===== config.mk =====
export PLATFORM = sky130hd
export DESIGN_NAME = dual_ring_queue_burst_alternator_unit
export DESIGN_NICKNAME = d
export VERILOG_FILES = /design/src/drqba_pkg.sv /design/src/drqba_ctrl.sv /design/src/drqba_dp.sv /design/src/dual_ring_queue_burst_alternator_unit.sv
export VERILOG_INCLUDE_DIRS = /design/src /design/src/src
export SDC_FILE = /design/constraint.sdc
export NUM_CORES = 1
export LEC_CHECK = 0
export ABC_AREA = 1
export BUFFER_PORTS_ARGS = -buffer_cell sky130_fd_sc_hd__clkbuf_2
export CORE_AREA = 2 2 259 325
export CTS_BUF_LIST = sky130_fd_sc_hd__clkbuf_4 sky130_fd_sc_hd__clkbuf_8 sky130_fd_sc_hd__clkbuf_16
export DETAILED_ROUTE_END_ITERATION = 10
export DIE_AREA = 0 0 261 327
export GPL_TIMING_DRIVEN = 0
export PLACE_DENSITY = 0.52
export SETUP_SLACK_MARGIN = 0.02
export SLEW_MARGIN = 20
export SYNTH_ARGS = -nofsm -noshare
export SYNTH_HDL_FRONTEND = slang
export SYNTH_SLANG_ARGS = --single-unit

===== constraint.sdc =====
create_clock -name clock -period 3 [get_ports clock]
set_input_delay 0.15 -clock clock [delete_from_list [all_inputs] [get_ports clock]]
set_output_delay 0.15 -clock clock [all_outputs]
set_load 0.005 [all_outputs]

===== src/assert_macros.svh =====
// Assertion helpers shared by the RTL. Clock and reset are taken from the
// enclosing module's ports.
`ifndef ASSERT_MACROS_SVH
`define ASSERT_MACROS_SVH

// Plain property, checked at every rising edge outside reset.
`define DRQ_ASSERT(lbl, prop, msg) \
   lbl: assert property (@(posedge clock) disable iff (reset) (prop)) else $error(msg);

// Same-cycle implication.
`define DRQ_ASSERT_IMPLY(lbl, ante, cons, msg) \
   lbl: assert property (@(posedge clock) disable iff (reset) (ante) |-> (cons)) else $error(msg);

// Next-cycle implication.
`define DRQ_ASSERT_NEXT(lbl, ante, cons, msg) \
   lbl: assert property (@(posedge clock) disable iff (reset) (ante) |=> (cons)) else $error(msg);

`endif


===== src/drqba_pkg.sv =====
package drqba_pkg;

   localparam int QUEUE_DEPTH_DEF = 16;
   localparam int ID_WIDTH_DEF    = 16;

   localparam logic [6:0] BURST_RESET = 7'd10;
   localparam logic [6:0] MAX_BURST   = 7'd64;

   // request function codes
   localparam logic [1:0] FUNC_ENQ_N = 2'd0;
   localparam logic [1:0] FUNC_ENQ_S = 2'd1;
   localparam logic [1:0] FUNC_TURN  = 2'd2;

   // result kinds
   localparam logic [1:0] KIND_ACCEPT  = 2'd0;
   localparam logic [1:0] KIND_REJECT  = 2'd1;
   localparam logic [1:0] KIND_RELEASE = 2'd2;
   localparam logic [1:0] KIND_EMPTY   = 2'd3;

   typedef struct packed {
      logic [1:0]  func;
      logic [15:0] item_id;
   } req_type;

   typedef struct packed {
      logic [1:0]  kind;
      logic [15:0] item_id_res;
      logic        side;
      logic        last;
   } rsp_type;

   typedef enum logic {
      ST_IDLE,
      ST_TURN
   } ctrl_state_type;

   typedef struct packed {
      logic enq;
      logic turn_start;
      logic pop;
      logic marker;
      logic flip;
   } cmd_type;

   typedef struct packed {
      logic s1_free;
      logic q_empty;
      logic limit_zero;
      logic burst_last;
   } sts_type;

endpackage


===== src/drqba_ctrl.sv =====
`include "assert_macros.svh"

module drqba_ctrl (
   input  logic               clock,
   input  logic               reset,
   input  logic               req_valid,
   output logic               req_stall,
   input  logic [1:0]         req_func,
   input  drqba_pkg::sts_type sts,
   output drqba_pkg::cmd_type cmd
);
   import drqba_pkg::*;

   ctrl_state_type state_ff;
   ctrl_state_type state_in;

   always_ff @(posedge clock) begin
      if (reset) begin
         state_ff <= ST_IDLE;
      end else begin
         state_ff <= state_in;
      end
   end

   always_comb begin
      state_in  = state_ff;
      cmd       = '0;
      req_stall = 1'b1;
      case (state_ff)
         ST_IDLE: begin
            req_stall = !sts.s1_free;
            if (req_valid && sts.s1_free) begin
               case (req_func)
                  FUNC_ENQ_N, FUNC_ENQ_S: begin
                     cmd.enq = 1'b1;
                  end
                  FUNC_TURN: begin
                     cmd.turn_start = 1'b1;
                     state_in       = ST_TURN;
                  end
                  default: ; // unused code: dropped
               endcase
            end
         end
         ST_TURN: begin
            if (sts.s1_free) begin
               if (!sts.q_empty && !sts.limit_zero) begin
                  cmd.pop = 1'b1;
                  if (sts.burst_last) begin
                     cmd.flip = 1'b1;
                     state_in = ST_IDLE;
                  end
               end else begin
                  // only reached before anything was released
                  cmd.marker = 1'b1;
                  cmd.flip   = 1'b1;
                  state_in   = ST_IDLE;
               end
            end
         end
         default: begin
            state_in = ST_IDLE;
         end
      endcase
   end

   `DRQ_ASSERT_IMPLY(a_pop_not_empty, cmd.pop, !sts.q_empty, "pop issued on empty queue")
   `DRQ_ASSERT_IMPLY(a_flip_in_turn, cmd.flip, state_ff == ST_TURN, "direction flip outside a turn")
   `DRQ_ASSERT_NEXT(a_turn_enters, cmd.turn_start, state_ff == ST_TURN, "turn start did not enter turn")

endmodule


===== src/drqba_dp.sv =====
`include "assert_macros.svh"

module drqba_dp #(
   parameter int QUEUE_DEPTH = drqba_pkg::QUEUE_DEPTH_DEF,
   parameter int ID_WIDTH    = drqba_pkg::ID_WIDTH_DEF
) (
   input  logic               clock,
   input  logic               reset,
   input  drqba_pkg::req_type req_data,
   input  logic               csr_wr_en,
   input  logic [6:0]         csr_wr_data,
   input  drqba_pkg::cmd_type cmd,
   output drqba_pkg::sts_type sts,
   output logic               rsp_valid,
   input  logic               rsp_stall,
   output drqba_pkg::rsp_type rsp_data
);
   import drqba_pkg::*;

   localparam int PTR_W = $clog2(QUEUE_DEPTH);
   localparam int CNT_W = $clog2(QUEUE_DEPTH + 1);

   logic [ID_WIDTH-1:0] north_mem [QUEUE_DEPTH];
   logic [ID_WIDTH-1:0] south_mem [QUEUE_DEPTH];

   logic [PTR_W-1:0] n_head_ff, n_head_in, n_tail_ff, n_tail_in;
   logic [PTR_W-1:0] s_head_ff, s_head_in, s_tail_ff, s_tail_in;
   logic [CNT_W-1:0] n_count_ff, n_count_in, s_count_ff, s_count_in;
   logic             serve_north_ff, serve_north_in;
   logic [6:0]       burst_limit_ff, burst_limit_in;
   logic [6:0]       burst_cnt_ff, burst_cnt_in;
   logic [ID_WIDTH-1:0] rd_data_ff;

   // result stage ahead of the output register
   logic       s1_valid_ff, s1_valid_in;
   logic [1:0] s1_kind_ff, s1_kind_in;
   logic       s1_side_ff, s1_side_in;
   logic       s1_last_ff, s1_last_in;
   logic       s1_mem_ff, s1_mem_in;

   logic    rsp_valid_ff, rsp_valid_in;
   rsp_type rsp_data_ff, rsp_data_in;

   logic                 out_free;
   logic                 enq_north;
   logic                 n_full, s_full, sel_full;
   logic [CNT_W-1:0]     sel_count;
   logic [6:0]           limit;
   logic                 n_push, s_push, n_pop, s_pop;
   logic [ID_WIDTH+15:0] wr_ext;
   logic [ID_WIDTH-1:0]  wr_id;
   logic [ID_WIDTH+15:0] rd_ext;

   function automatic logic [PTR_W-1:0] ptr_next(input logic [PTR_W-1:0] p);
      if (p == PTR_W'(QUEUE_DEPTH - 1)) begin
         return '0;
      end
      return p + 1'b1;
   endfunction

   assign out_free  = !rsp_valid_ff || !rsp_stall;
   assign enq_north = (req_data.func == FUNC_ENQ_N);
   assign n_full    = (n_count_ff == CNT_W'(QUEUE_DEPTH));
   assign s_full    = (s_count_ff == CNT_W'(QUEUE_DEPTH));
   assign sel_full  = enq_north ? n_full : s_full;
   assign sel_count = serve_north_ff ? n_count_ff : s_count_ff;
   assign limit     = (burst_limit_ff > MAX_BURST) ? MAX_BURST : burst_limit_ff;

   assign n_push = cmd.enq && enq_north && !n_full;
   assign s_push = cmd.enq && !enq_north && !s_full;
   assign n_pop  = cmd.pop && serve_north_ff;
   assign s_pop  = cmd.pop && !serve_north_ff;

   assign wr_ext = {{ID_WIDTH{1'b0}}, req_data.item_id};
   assign wr_id  = wr_ext[ID_WIDTH-1:0];
   assign rd_ext = {16'd0, rd_data_ff};

   always_comb begin
      sts.s1_free    = !s1_valid_ff || out_free;
      sts.q_empty    = (sel_count == '0);
      sts.limit_zero = (limit == 7'd0);
      sts.burst_last = ((burst_cnt_ff + 7'd1) == limit) || (sel_count == CNT_W'(1));
   end

   always_comb begin
      n_head_in      = n_pop  ? ptr_next(n_head_ff) : n_head_ff;
      s_head_in      = s_pop  ? ptr_next(s_head_ff) : s_head_ff;
      n_tail_in      = n_push ? ptr_next(n_tail_ff) : n_tail_ff;
      s_tail_in      = s_push ? ptr_next(s_tail_ff) : s_tail_ff;
      n_count_in     = n_count_ff + CNT_W'(n_push) - CNT_W'(n_pop);
      s_count_in     = s_count_ff + CNT_W'(s_push) - CNT_W'(s_pop);
      serve_north_in = cmd.flip ? !serve_north_ff : serve_north_ff;
      burst_limit_in = csr_wr_en ? csr_wr_data : burst_limit_ff;
      burst_cnt_in   = cmd.turn_start ? 7'd0 :
                       (cmd.pop ? burst_cnt_ff + 7'd1 : burst_cnt_ff);
   end

   always_comb begin
      s1_valid_in = s1_valid_ff && !out_free;
      s1_kind_in  = s1_kind_ff;
      s1_side_in  = s1_side_ff;
      s1_last_in  = s1_last_ff;
      s1_mem_in   = s1_mem_ff;
      if (cmd.enq) begin
         s1_valid_in = 1'b1;
         s1_kind_in  = sel_full ? KIND_REJECT : KIND_ACCEPT;
         s1_side_in  = enq_north;
         s1_last_in  = 1'b1;
         s1_mem_in   = 1'b0;
      end else if (cmd.pop) begin
         s1_valid_in = 1'b1;
         s1_kind_in  = KIND_RELEASE;
         s1_side_in  = serve_north_ff;
         s1_last_in  = sts.burst_last;
         s1_mem_in   = 1'b1;
      end else if (cmd.marker) begin
         s1_valid_in = 1'b1;
         s1_kind_in  = KIND_EMPTY;
         s1_side_in  = serve_north_ff;
         s1_last_in  = 1'b1;
         s1_mem_in   = 1'b0;
      end
   end

   always_comb begin
      rsp_valid_in = rsp_valid_ff;
      rsp_data_in  = rsp_data_ff;
      if (out_free) begin
         rsp_valid_in            = s1_valid_ff;
         rsp_data_in.kind        = s1_kind_ff;
         rsp_data_in.item_id_res = s1_mem_ff ? rd_ext[15:0] : 16'd0;
         rsp_data_in.side        = s1_side_ff;
         rsp_data_in.last        = s1_last_ff;
      end
   end

   always_ff @(posedge clock) begin
      if (reset) begin
         n_head_ff      <= '0;
         n_tail_ff      <= '0;
         n_count_ff     <= '0;
         s_head_ff      <= '0;
         s_tail_ff      <= '0;
         s_count_ff     <= '0;
         serve_north_ff <= 1'b1;
         burst_limit_ff <= BURST_RESET;
         burst_cnt_ff   <= '0;
         s1_valid_ff    <= 1'b0;
         rsp_valid_ff   <= 1'b0;
      end else begin
         n_head_ff      <= n_head_in;
         n_tail_ff      <= n_tail_in;
         n_count_ff     <= n_count_in;
         s_head_ff      <= s_head_in;
         s_tail_ff      <= s_tail_in;
         s_count_ff     <= s_count_in;
         serve_north_ff <= serve_north_in;
         burst_limit_ff <= burst_limit_in;
         burst_cnt_ff   <= burst_cnt_in;
         s1_valid_ff    <= s1_valid_in;
         rsp_valid_ff   <= rsp_valid_in;
      end
   end

   always_ff @(posedge clock) begin
      s1_kind_ff  <= s1_kind_in;
      s1_side_ff  <= s1_side_in;
      s1_last_ff  <= s1_last_in;
      s1_mem_ff   <= s1_mem_in;
      rsp_data_ff <= rsp_data_in;
   end

   always_ff @(posedge clock) begin
      if (n_push) begin
         north_mem[n_tail_ff] <= wr_id;
      end
      if (s_push) begin
         south_mem[s_tail_ff] <= wr_id;
      end
   end

   // read data is held until the next pop, while the entry waits in the result stage
   always_ff @(posedge clock) begin
      if (cmd.pop) begin
         rd_data_ff <= serve_north_ff ? north_mem[n_head_ff] : south_mem[s_head_ff];
      end
   end

   assign rsp_valid = rsp_valid_ff;
   assign rsp_data  = rsp_data_ff;

   `DRQ_ASSERT_IMPLY(a_load_when_free, cmd.enq || cmd.pop || cmd.marker, sts.s1_free, "result stage overwritten")
   `DRQ_ASSERT_NEXT(a_north_pop_count, n_pop, n_count_ff == $past(n_count_ff) - 1'b1, "north count not decremented")
   `DRQ_ASSERT(a_count_range, n_count_ff <= CNT_W'(QUEUE_DEPTH) && s_count_ff <= CNT_W'(QUEUE_DEPTH), "queue count beyond depth")

endmodule


===== src/dual_ring_queue_burst_alternator_unit.sv =====
// Two ring FIFOs of item IDs (north, south) with alternating burst release. An enqueue
// request is answered by one result (accepted or rejected full). While the result stage
// is free, the idle unit takes one enqueue per cycle, and a turn request releases one
// queued ID per cycle from the served side, up to burst_limit (values above 64 act as
// 64), the final one marked last; a turn with nothing to release gives a single empty
// marker. Each FIFO memory has one registered read port. The direction flips after every
// turn, north first after reset. Results pass through a holding stage and an output
// register, so a new request is taken while a finished result still waits. burst_limit is
// to be written by the user only while the unit is idle; the unit does not enforce this.
module dual_ring_queue_burst_alternator_unit #(
   parameter int QUEUE_DEPTH = drqba_pkg::QUEUE_DEPTH_DEF,
   parameter int ID_WIDTH    = drqba_pkg::ID_WIDTH_DEF
) (
   input  logic               clock,
   input  logic               reset,
   input  logic               req_valid,
   output logic               req_stall,
   input  drqba_pkg::req_type req_data,
   output logic               rsp_valid,
   input  logic               rsp_stall,
   output drqba_pkg::rsp_type rsp_data,
   input  logic               csr_wr_en,
   input  logic [6:0]         csr_wr_data
);
   import drqba_pkg::*;

   cmd_type cmd;
   sts_type sts;

   drqba_ctrl u_ctrl (
      .clock     (clock),
      .reset     (reset),
      .req_valid (req_valid),
      .req_stall (req_stall),
      .req_func  (req_data.func),
      .sts       (sts),
      .cmd       (cmd)
   );

   drqba_dp #(
      .QUEUE_DEPTH (QUEUE_DEPTH),
      .ID_WIDTH    (ID_WIDTH)
   ) u_dp (
      .clock       (clock),
      .reset       (reset),
      .req_data    (req_data),
      .csr_wr_en   (csr_wr_en),
      .csr_wr_data (csr_wr_data),
      .cmd         (cmd),
      .sts         (sts),
      .rsp_valid   (rsp_valid),
      .rsp_stall   (rsp_stall),
      .rsp_data    (rsp_data)
   );

endmodule


==> results.toml <==
[synthesis]
synth_area_mm2 = 0.0244
synthArstFlopShare_pct = 0
synth_most_common_cell = "edfxtp_1"
ys_seq_area_share_pct = 72.1
ys_warn_count = 0
ys_types = 39
avgSynthCellArea_um2 = 13.0
yosysTopAreaCell = "edfxtp_1"
netlist.area_leader.share_pct = 67.7
netlist_top_cells_area = "edfxtp_1 (68%), o21ai_0 (4.6%), dfxtp_1 (4.4%), nor2_1 (3.3%), mux2i_1 (2.6%)"
yosys-top-cells-count = "edfxtp_1 (551), o21ai_0 (224), nor2_1 (215)"
syn-num-nets = 1941
syn_inst = 1886
ys.flop_type = "edfxtp_1"
ys_seq_elements = 605
synth-edff-count = 551

[power]
ir_worst_vdd_v = 0.000435
powerDensity_mw_per_mm2 = 664
p_leak_nw = 9.63

[timing]
worst_slack_ps = 192
slew_headroom_pct = 29.9
worst_pin_slew_ps = 1040
slew_violations = 0
period_share_pct = 93.6
finalHoldViolations = 0
min_period_ps = 2810
fmax_mhz = 356
setup_viol = 0
final.setup_skew_ps = 22.0
tns_ps = 0
rsz0062_at_grt = "no"

[global_route]
grtUsageTotal_pct = 16.5
antenna_found_initial = 1
grt_max_degree = 33
overflow = 0
grt_pass1_wl_mm = 103
first_global_vias = 15957

[cts]
clk_pin_slew_ps = 70
postCtsSetupBuffers = 0
clock_latency_ps = 630
cts_tree = "done"
clock_path_buffers = 3
cts_made_buffers = 57
h-tree-depth = 2
root_buffer = "clkbuf_16"
cts.sinks = 605

[detailed_routing]
wl_per_cell_um = 22.4
vias = 15707
firstDrtPassIters = 5
highest_layer = "met5"
drc = 0
drtAntennaViolNets = 0
met3_length_mm = 3.67
drt-met1-wl_mm = 27.4
drt_iter0_drc = 1117
vias_per_cell = 4.97
routed_wl_mm = 70.9
wl_met2_mm = 37.0

[critical_path]
path_class = "primary input to flop"
endpoint_kind = "flop"
cp.arrival_ps = 3140
required_ps = 3330
cp_max_fo = 10
start_kind = "primary input"

[cells_and_area]
antennaDiodeCount = 0
nNetsFinal = 2088
fin_area_mm2 = 0.0287
area_growth_pct = 17.6
drive_above_1_share_pct = 12.1

[placement]
hpwlAfterDp_mm = 46.7
dp_slack_ps = 169
place_area_mm2 = 0.0264
gp_congestion = 0.828
io_buffers = 50

[floorplanning]
die-area_mm2 = 0.0853
initial_utilization_pct = 29.7
die_w_um = 261
die_h_um = 327
coreArea_mm2 = 0.0824
core.rowCount = 118
io_pins = 52

[worst_hold_path]
hold_path.class = "primary input to flop"

[outcome]
status = "completed"

[flow_run]
maxCapViolCount = 0
## worst max-delay path: stages
cell,delay [ps]
dlygate4sd3_1,530
clkbuf_2,110
inv_1,40
nor2_1,80
dlygate4sd3_1,610
nand2_2,130
inv_1,90
nand2_1,100
nor2_4,240
nand2_1,270
nor2_2,540
buf_8,240
## sequential cells by signal (all words and copies together) (netlist names), named ones only
signal               flops
u_dp.serve_north_ff      1
u_dp.s1_mem_ff           1
u_dp.n_head_ff           4
u_dp.n_tail_ff           4
u_dp.rsp_data           20
u_dp.north_mem         256
u_dp.s_tail_ff           4
u_dp.s_head_ff           4
u_dp.s1_last_ff          1
u_dp.burst_limit_ff      7
u_dp.s1_side_ff          1
u_ctrl.state_ff          1
u_dp.s_count_ff          5
u_dp.burst_cnt_ff        7
u_dp.n_count_ff          5
u_dp.south_mem         256
u_dp.rsp_valid           1
u_dp.rd_data_ff         16
u_dp.s1_kind_ff          2
u_dp.s1_valid_ff         1
## cell usage in the layout, fill, tap and decap left out, types with 50 or more instances in the layout
cell type	n
edfxtp_1	551
o21ai_0	224
nor2_1	184
inv_1	140
nand2_1	123
a21oi_1	103
nand3_1	74
mux2i_1	64
o211ai_1	64
clkbuf_1	61
clkbuf_16	58
dfxtp_1	54
clkbuf_2	51
o221ai_1	50
## kinds of logic (layout without fill, tap and decap cells)
kind of cell,Yosys count,in the layout,synth area share (%)
mux,64,64,2.62
compound gates,493,493,11.7
fa+ha+maj,25,25,1.34
flops,605,605,72.1
buf+inv,252,447,4.54
simple gates,441,441,7.51
xor+xnor,6,6,0.215
## cell type report
| cell class | instances | area (um2) |
|---|---|---|
| clock inverters | 42 | 522 |
| flip-flops and latches | 605 | 17600 |
| clock buffers | 65 | 1530 |
| well taps | 1080 | 1350 |
| repair buffers | 88 | 691 |
| multi-input cells | 1029 | 5910 |
| plain buffers | 105 | 563 |
| inverters | 147 | 552 |
| fillers | 7976 | 53600 |
## power by group
group	switching (W)	leakage, nW	total (W)	internal (W)
Combinational	0.00115	3.19	0.00169	0.000545
Sequential	0.0000886	5.44	0.00950	0.00941
Clock	0.00329	0.992	0.00790	0.00462
Total	0.00452	9.63	0.0191	0.0146
## final timing paths
check	startpoint	endpoint	slack (ps)	depth (start not counted)
min	rsp_stall	u_dp.s1_mem_ff$_SDFFE_PP0P_	70	5
max	req_valid	u_dp.north_mem[1][10]$_DFFE_PP_	190	12
max reg2reg	u_dp.serve_north_ff$_SDFFE_PP1P_	u_dp.n_count_ff[4]$_SDFF_PP0_	240	14
min reg2reg	u_dp.s1_side_ff$_DFFE_PP_	u_dp.rsp_data[1]$_DFFE_PP_	420	0
## stage by stage
step | hold WS [ps] | cells | util [%] | power, W
2_1_floorplan | 249 | 1886 | - | 0.0106
3_3_place_gp | 377 | 3016 | 31.6 | 0.0113
3_5_place_dp | 382 | 3029 | 32.1 | 0.0114
4_1_cts | 35.7 | 3161 | 34.9 | 0.0192
5_1_grt | 94.0 | 3161 | 34.9 | 0.0197
6_report | 70.5 | 3161 | 34.9 | 0.0191
## timing repair
action | CTS | global route
gates resized for setup | 0 | 2
endpoints found under the setup margin | 0 | 8
hold buffers | 25 | 0
endpoints found under the hold margin | 16 | 0
## metal layers
metal	vias to the layer above	global-route usage (%)
met5	-	0
met4	2	6.63
met3	139	2.29
met2	513	29.9
met1	7854	19.5
li1	7199	-
No activity file was read; power rests on OpenSTA's default activity.
